$ cat src/hdl/cdas_pkg.sv
// ----------------------------------------------------------------------------
// cdas_pkg
// Shared constants and small lookup functions for the date/time advance block.
// ----------------------------------------------------------------------------
package cdas_pkg;

  localparam int unsigned EpochYear  = 2000;
  localparam int unsigned SecsPerDay = 86400;

  // Day 0 is Saturday; (day + 5) mod 7 + 1 gives Monday = 1.
  localparam int unsigned WeekdayBias = 5;

  // First day after the skipped February 29 of 2100, counted from the epoch.
  localparam int unsigned Skip2100Day = 36584;
  // Offset from the epoch to a March 1 that starts a four-year leap cycle.
  localparam int unsigned MarchShift  = 1401;
  localparam int unsigned CycleBase   = 1996;

  // Reciprocals for division by constants, each checked over its input range.
  localparam int unsigned RecipDiv25   = 1311;      // >> 15, x < 1024
  localparam int unsigned RecipDiv675  = 50903317;  // >> 35, x < 2**25
  localparam int unsigned RecipDiv1461 = 45934;     // >> 26, x < 2**16
  localparam int unsigned RecipDiv7    = 74899;     // >> 19, x < 2**16
  localparam int unsigned RecipDiv60a  = 139811;    // >> 23, x < 2**17
  localparam int unsigned RecipDiv60b  = 2185;      // >> 17, x < 1440
  localparam int unsigned RecipDiv153  = 1714;      // >> 18, x < 1828

  // Month term of the day formula, 367 * mm / 12 with mm = 1 for March.
  function automatic logic [8:0] month_offset(input logic [3:0] m);
    logic [8:0] r;
    case (m)
      4'd0:    r = 9'd305;
      4'd1:    r = 9'd336;
      4'd2:    r = 9'd367;
      4'd3:    r = 9'd30;
      4'd4:    r = 9'd61;
      4'd5:    r = 9'd91;
      4'd6:    r = 9'd122;
      4'd7:    r = 9'd152;
      4'd8:    r = 9'd183;
      4'd9:    r = 9'd214;
      4'd10:   r = 9'd244;
      4'd11:   r = 9'd275;
      4'd12:   r = 9'd305;
      4'd13:   r = 9'd336;
      4'd14:   r = 9'd367;
      default: r = 9'd397;
    endcase
    return r;
  endfunction

  // First day-of-year of each March-based month, (153 * mp + 2) / 5.
  function automatic logic [8:0] march_month_start(input logic [3:0] mp);
    logic [8:0] r;
    case (mp)
      4'd0:    r = 9'd0;
      4'd1:    r = 9'd31;
      4'd2:    r = 9'd61;
      4'd3:    r = 9'd92;
      4'd4:    r = 9'd122;
      4'd5:    r = 9'd153;
      4'd6:    r = 9'd184;
      4'd7:    r = 9'd214;
      4'd8:    r = 9'd245;
      4'd9:    r = 9'd275;
      4'd10:   r = 9'd306;
      4'd11:   r = 9'd337;
      default: r = 9'd0;
    endcase
    return r;
  endfunction

endpackage

$ cat src/hdl/cdas_date_to_days.sv
// ----------------------------------------------------------------------------
// cdas_date_to_days
// Converts a calendar date to whole days since the epoch, saturating at zero.
// ----------------------------------------------------------------------------
module cdas_date_to_days (
  input  logic [11:0] year_i,
  input  logic [3:0]  month_i,
  input  logic [4:0]  day_i,
  output logic [19:0] days_o
);
  import cdas_pkg::*;

  logic        clamp;
  logic [11:0] y_c;
  logic [3:0]  m_c;
  logic [11:0] y_s;
  logic [20:0] p100;
  logic [20:0] p400;
  logic [5:0]  c100;
  logic [5:0]  c400;
  logic [11:0] k;
  logic [20:0] k365;
  logic [20:0] pos;
  logic [20:0] neg;

  always_comb begin
    clamp = (year_i < 12'(EpochYear));
    y_c   = clamp ? 12'(EpochYear) : year_i;
    m_c   = clamp ? 4'd1 : month_i;
    // January and February belong to the previous March-based year.
    y_s   = y_c - {11'd0, (m_c <= 4'd2)};
    p100  = {11'd0, y_s[11:2]} * 21'(RecipDiv25);
    p400  = {13'd0, y_s[11:4]} * 21'(RecipDiv25);
    c100  = p100[20:15];
    c400  = p400[20:15];
    k     = y_s - 12'(EpochYear - 1);
    k365  = {9'd0, k} * 21'd365;
    pos   = k365 + {11'd0, y_s[11:2]} + {15'd0, c400}
          + {12'd0, month_offset(m_c)} + {16'd0, day_i};
    // The date's century term, plus the leap and month/day terms of the epoch day.
    neg   = {15'd0, c100} + 21'd821;
    days_o = (pos >= neg) ? 20'(pos - neg) : 20'd0;
  end

endmodule

$ cat src/hdl/calendar_datetime_add_seconds.sv
// ----------------------------------------------------------------------------
// calendar_datetime_add_seconds
// Advances a Gregorian date and time by a number of seconds.
// ----------------------------------------------------------------------------
// A new item may be started in every clock cycle; busy is always low. Each
// item's result appears on the result ports with result_valid_o high, one
// result per item, in order, after passing through the seven register stages
// of the pipeline (day count, total seconds, division by 86400, four-year
// cycle split, time split, month split, output).
// The receiver cannot stall the block, so nothing ever holds back an item.
module calendar_datetime_add_seconds (
  input  logic        clk_i,
  input  logic        rst_ni,
  input  logic        start,
  output logic        busy,
  input  logic [11:0] year_i,
  input  logic [3:0]  month_i,
  input  logic [4:0]  day_of_month_i,
  input  logic [4:0]  hour_i,
  input  logic [5:0]  minute_i,
  input  logic [5:0]  second_i,
  input  logic [31:0] add_seconds_i,
  output logic        result_valid_o,
  output logic [11:0] out_year_o,
  output logic [3:0]  out_month_o,
  output logic [4:0]  out_day_o,
  output logic [4:0]  out_hour_o,
  output logic [5:0]  out_minute_o,
  output logic [5:0]  out_second_o,
  output logic [2:0]  weekday_o,
  output logic [15:0] day_count_o
);
  import cdas_pkg::*;

  logic [6:0] vld_q;

  // Stage 1
  logic [19:0] days_d, days_q;
  logic [31:0] addt_d, addt_q;
  // Stage 2
  logic [36:0] dsec;
  logic [31:0] total_d, total2_q;
  // Stage 3
  logic [50:0] qprod;
  logic [15:0] dc_d, dc3_q;
  logic [31:0] total3_q;
  // Stage 4
  logic [32:0] dcsec;
  logic [16:0] tod_d, tod4_q;
  logic [15:0] dcp, z_d, z4_q;
  logic [31:0] cprod;
  logic [5:0]  cyc_d, cyc4_q;
  logic [16:0] wx4;
  logic [33:0] wprod;
  logic [13:0] wq_d, wq4_q;
  logic [15:0] dc4_q;
  // Stage 5
  logic [15:0] r16;
  logic [10:0] r;
  logic [1:0]  yoe_d, yoe5_q;
  logic [8:0]  doy_d, doy5_q;
  logic [34:0] tprod;
  logic [10:0] q1_d, q1_5_q;
  logic [16:0] wx5;
  logic [16:0] w7;
  logic [2:0]  wd_d, wd5_q, wd6_q;
  logic [16:0] tod5_q;
  logic [5:0]  cyc5_q, cyc6_q;
  logic [15:0] dc5_q, dc6_q;
  // Stage 6
  logic [10:0] mx;
  logic [21:0] mprod;
  logic [3:0]  mp_d, mp6_q;
  logic [16:0] s60;
  logic [5:0]  sec_d, sec6_q;
  logic [22:0] hprod;
  logic [4:0]  hr_d, hr6_q;
  logic [8:0]  doy6_q;
  logic [1:0]  yoe6_q;
  logic [10:0] q1_6_q;
  // Stage 7
  logic [8:0]  dday;
  logic [10:0] m60;
  logic [11:0] yr;

  assign busy = 1'b0;

  cdas_date_to_days u_d2d (
    .year_i  (year_i),
    .month_i (month_i),
    .day_i   (day_of_month_i),
    .days_o  (days_d)
  );

  always_comb begin
    addt_d  = add_seconds_i + 32'({5'd0, hour_i} * 17'd3600)
            + 32'({6'd0, minute_i} * 12'd60) + {26'd0, second_i};

    dsec    = {17'd0, days_q} * 37'(SecsPerDay);
    total_d = dsec[31:0] + addt_q;

    // total / 86400 = (total >> 7) / 675.
    qprod   = {26'd0, total2_q[31:7]} * 51'(RecipDiv675);
    dc_d    = qprod[50:35];

    dcsec   = {17'd0, dc3_q} * 33'(SecsPerDay);
    tod_d   = total3_q[16:0] - dcsec[16:0];
    // Treat 2100 as leap in a uniform four-year calendar by skipping its Feb 29.
    dcp     = dc3_q + {15'd0, (dc3_q >= 16'(Skip2100Day))};
    z_d     = dcp + 16'(MarchShift);
    cprod   = {16'd0, z_d} * 32'(RecipDiv1461);
    cyc_d   = cprod[31:26];
    wx4     = {1'b0, dc3_q} + 17'(WeekdayBias);
    wprod   = {17'd0, wx4} * 34'(RecipDiv7);
    wq_d    = wprod[32:19];

    r16     = z4_q - 16'({10'd0, cyc4_q} * 16'd1461);
    r       = r16[10:0];
    if (r >= 11'd1095) begin
      yoe_d = 2'd3;
    end else if (r >= 11'd730) begin
      yoe_d = 2'd2;
    end else if (r >= 11'd365) begin
      yoe_d = 2'd1;
    end else begin
      yoe_d = 2'd0;
    end
    doy_d   = 9'(r - 11'({9'd0, yoe_d} * 11'd365));
    tprod   = {18'd0, tod4_q} * 35'(RecipDiv60a);
    q1_d    = tprod[33:23];
    wx5     = {1'b0, dc4_q} + 17'(WeekdayBias);
    w7      = wx5 - 17'({3'd0, wq4_q} * 17'd7);
    wd_d    = w7[2:0] + 3'd1;

    mx      = 11'({2'd0, doy5_q} * 11'd5) + 11'd2;
    mprod   = {11'd0, mx} * 22'(RecipDiv153);
    mp_d    = mprod[21:18];
    s60     = tod5_q - 17'({6'd0, q1_5_q} * 17'd60);
    sec_d   = s60[5:0];
    hprod   = {12'd0, q1_5_q} * 23'(RecipDiv60b);
    hr_d    = hprod[21:17];

    dday    = doy6_q - march_month_start(mp6_q) + 9'd1;
    m60     = q1_6_q - 11'({6'd0, hr6_q} * 11'd60);
    yr      = 12'(CycleBase) + {4'd0, cyc6_q, 2'd0} + {10'd0, yoe6_q}
            + {11'd0, (mp6_q >= 4'd10)};
  end

  always_ff @(posedge clk_i or negedge rst_ni) begin
    if (!rst_ni) begin
      vld_q <= '0;
    end else begin
      vld_q <= {vld_q[5:0], start};
    end
  end

  always_ff @(posedge clk_i) begin
    days_q   <= days_d;
    addt_q   <= addt_d;
    total2_q <= total_d;
    dc3_q    <= dc_d;
    total3_q <= total2_q;
    tod4_q   <= tod_d;
    z4_q     <= z_d;
    cyc4_q   <= cyc_d;
    wq4_q    <= wq_d;
    dc4_q    <= dc3_q;
    yoe5_q   <= yoe_d;
    doy5_q   <= doy_d;
    q1_5_q   <= q1_d;
    wd5_q    <= wd_d;
    tod5_q   <= tod4_q;
    cyc5_q   <= cyc4_q;
    dc5_q    <= dc4_q;
    mp6_q    <= mp_d;
    sec6_q   <= sec_d;
    hr6_q    <= hr_d;
    doy6_q   <= doy5_q;
    yoe6_q   <= yoe5_q;
    q1_6_q   <= q1_5_q;
    wd6_q    <= wd5_q;
    cyc6_q   <= cyc5_q;
    dc6_q    <= dc5_q;
    out_year_o   <= yr;
    out_month_o  <= (mp6_q < 4'd10) ? mp6_q + 4'd3 : mp6_q - 4'd9;
    out_day_o    <= dday[4:0];
    out_hour_o   <= hr6_q;
    out_minute_o <= m60[5:0];
    out_second_o <= sec6_q;
    weekday_o    <= wd6_q;
    day_count_o  <= dc6_q;
  end

  assign result_valid_o = vld_q[6];

endmodule

$ cat config.mk
export PLATFORM = sky130hd
export DESIGN_NAME = calendar_datetime_add_seconds
export DESIGN_NICKNAME = d
export VERILOG_FILES = /design/src/hdl/cdas_pkg.sv /design/src/hdl/cdas_date_to_days.sv /design/src/hdl/calendar_datetime_add_seconds.sv
export SDC_FILE = /design/constraint.sdc
export NUM_CORES = 2
export LEC_CHECK = 0
export BUFFER_PORTS_ARGS = -buffer_cell sky130_fd_sc_hd__buf_4
export CAP_MARGIN = 20
export CORE_UTILIZATION = 45
export CTS_BUF_LIST = sky130_fd_sc_hd__clkbuf_2
export DETAILED_ROUTE_END_ITERATION = 8
export PLACE_DENSITY_LB_ADDON = 0.08
export SYNTH_ARGS = -nofsm -noshare
export SYNTH_HDL_FRONTEND = slang
export SYNTH_SLANG_ARGS = --single-unit
$ cat constraint.sdc
create_clock -name clk_i -period 8.2 [get_ports clk_i]
set_clock_uncertainty 0.15 [all_clocks]
set_input_delay 0.41 -clock clk_i [delete_from_list [all_inputs] [get_ports clk_i]]
set_output_delay 0.41 -clock clk_i [all_outputs]
set_load 0.02 [all_outputs]
==> qor.yml <==
hold_depth: 0
ys_seq_area_share_pct: 14.7
failed_checks: "negative setup slack"
status: "complete, but fails checks"
async_flop_share_pct: 2.03
synth_compound_area_share_pct: 8.16
post-route-min-period_ps: 10120
ctsHtreeMaxLevel: 3
grt_setup_unrepaired: "yes"
vias: 32800
grtUsageMet3_pct: 2.56
tightest_slew_ps: 729
reg2reg_slack_ps: 70
num_io_pins: 132
ant_nets: 0
hold_viol: 0
start_util_pct: 45.6
maxCapViolations: 0
ys_types: 84
clock.fmax_mhz: 98.9
synth_xor_area_share_pct: 5.63
numCtsBuffers: 94
synthAdderAreaFrac_pct: 56.2
top_usage_layer: "met2"
start_kind: "primary input"
io_buffers: 130
grt_use_met1_pct: 25.6
post-route-worst-setup-slack_ps: -1920
gr-usage-met2_pct: 33.5
synth.area.top_cells: "ha_1 32%, fa_1 25%, dfxtp_1 14%"
synthToLayoutAreaGrowth_pct: 17.4
crit_type: "primary input to flop"
fill_cells: 9704
synth_common_cells: "1191 x ha_1, 1156 x inv_1, 582 x fa_1, 338 x dfxtp_1, 226 x xnor2_1"
synth_fp_nets: 6581
drive_above_1_share_pct: 14.5
place_ws_ps: -3460
critical_path_peak_fanout: 5
synth_enable_flop_cells: 0
synth_top_area_share_pct: 31.5
drt_first_pass_iters: 5
clockBufferDepth: 3
synth_seq_cells: 345
synth_ff_type: "dfxtp_1"
cts_sinks: 345
avgRoutedWirePerCell_um: 14.4
clkTransAtPathRegs_ps: 100
nets: 7263
die_h_um: 326
crit_slowest_cell: "or4_4"
yosysTopAreaCell: "ha_1"
grt.total_usage_pct: 19.4
core_mm2: 0.104
synth_top_family_by_area: "adder cells"
hold_path.class: "flop to flop"
die-area_mm2: 0.106
overflow: 0
report.final.setup_viol: 20
synth_simple_gate_area_share_pct: 5.72
drc_errors: 0
rows: 118
end_kind: "flop"
gp_congestion: 0.874
synth.most_common_cell: "ha_1"
cp.arrival_ps: 11000
hpwlAfterDp_mm: 85.4
finalCritPeriodShare_pct: 123
grt_antenna_before_repair: 3
grt_pass1_wl_mm: 169
maxSlewHeadroom_pct: 51.1
final_max_slew_viol_count: 0
synth_area_mm2: 0.0473
die_x_um: 326
vias_per_cell: 4.78
synth_area_per_cell_um2: 9.99
drt_iter0_drc: 824
insertion_delay_ps: 1180
root_buffer: "clkbuf_2"
cts_tree: "done"
syn_inst: 4735
grt_max_degree: 16
synth_mux_area_share_pct: 0.251
first_global_vias: 35200
yosys_warnings: 0
ff2ff_path_depth: 38
finalWirelength_mm: 98.7
crit_path_max_incr_delay_ps: 600
worst_ep_required_time_ps: 9080
layout make-up:
cell class              instances  area [um^2]  share of cell area, %
well taps                    1380         1730                   3.11
repair buffers                607         4990                   8.99
inverters                    1157         4350                   7.83
diodes                          5         12.5                 0.0225
multi-input cells            3212        36700                   66.1
clock buffers                 121          606                   1.09
flip-flops and latches        345         6950                   12.5
clock inverters                32          209                  0.376
flip-flops by register name (all words and copies together) (netlist names), 7 cells and up, named ones only:
| name | count |
|---|---|
| days_q | 20 |
| total2_q | 32 |
| vld_q | 7 |
| dc3_q | 16 |
| dc6_q | 16 |
| dc4_q | 16 |
| addt_q | 32 |
| tod4_q | 17 |
| day_count_o | 16 |
| z4_q | 11 |
| dc5_q | 16 |
| out_year_o | 12 |
| q1_5_q | 11 |
| total3_q | 17 |
| doy5_q | 9 |
metal layers:
metal,vias up,share of wire (%)
met5,-,0
met4,0,2.0
met3,124,2.8
met2,326,48
met1,15600,47
li1,16800,-
critical path: cells and delay by family:
family | cells | cell delay, ps
adders and majority gates | 12 | 4140
buffers and inverters | 13 | 840
AOI/OAI and AO/OA | 16 | 2870
xor gates and xnor gates | 1 | 150
and+or+nand+nor | 11 | 2540
layout by cell type (no fill, tap or decap), types with 114 or more instances in the layout:
master / count
clkbuf_2: 121
nor2_1: 121
dfxtp_1: 335
inv_1: 1134
buf_4: 475
xnor2_1: 221
ha_1: 1174
dlygate4sd3_1: 114
a21oi_1: 153
fa_1: 579
metrics by stage:
stage | cell area [um^2] | setup TNS (ps) | hold WS, ps | std cells | util, %
after floorplan | 47400 | -63720 | -35.6 | 4735 | -
after global placement | 52400 | -65920 | 71.9 | 6537 | 50.5
after detailed placement | 52400 | -70900 | 76.5 | 6537 | 50.5
after CTS | 55200 | -34310 | 8.85 | 6843 | 53.1
after global routing | 55500 | -44260 | 107 | 6858 | 53.5
final | 55500 | -37830 | 116 | 6859 | 53.5
path summary, 6_finish.rpt:
path / startpoint / end
max: year_i[5] / days_q[17]$_SDFF_PN0_
min reg2reg: total2_q[3]$_DFF_P_ / total3_q[3]$_DFF_P_
min: total2_q[3]$_DFF_P_ / total3_q[3]$_DFF_P_
max in group asynchronous: rst_ni / vld_q[2]$_DFF_PN0_
max reg2reg: dc3_q[0]$_DFF_P_ / cyc4_q[5]$_DFF_P_
min in group asynchronous: rst_ni / vld_q[6]$_DFF_PN0_
kinds of logic after synthesis:
family,after synthesis
AOI/OAI and AO/OA,587
buffers and inverters,1178
other,1
muxes,9
DFF,345
xor gates and xnor gates,304
adders and majority gates,1773
and+or+nand+nor,538
timing repair:
action,in CTS,in global routing
pin swaps,75,54
gates resized for setup,106,55
cloned,2,1
hold buffers,114,0
buffers inserted,39,13
endpoints found under the hold margin,40,0
setup endpoints to repair,26,26
Power is left out: the tool's default activity adds up to more than one toggle a clock period on the data nets, which glitch-free logic cannot reach.
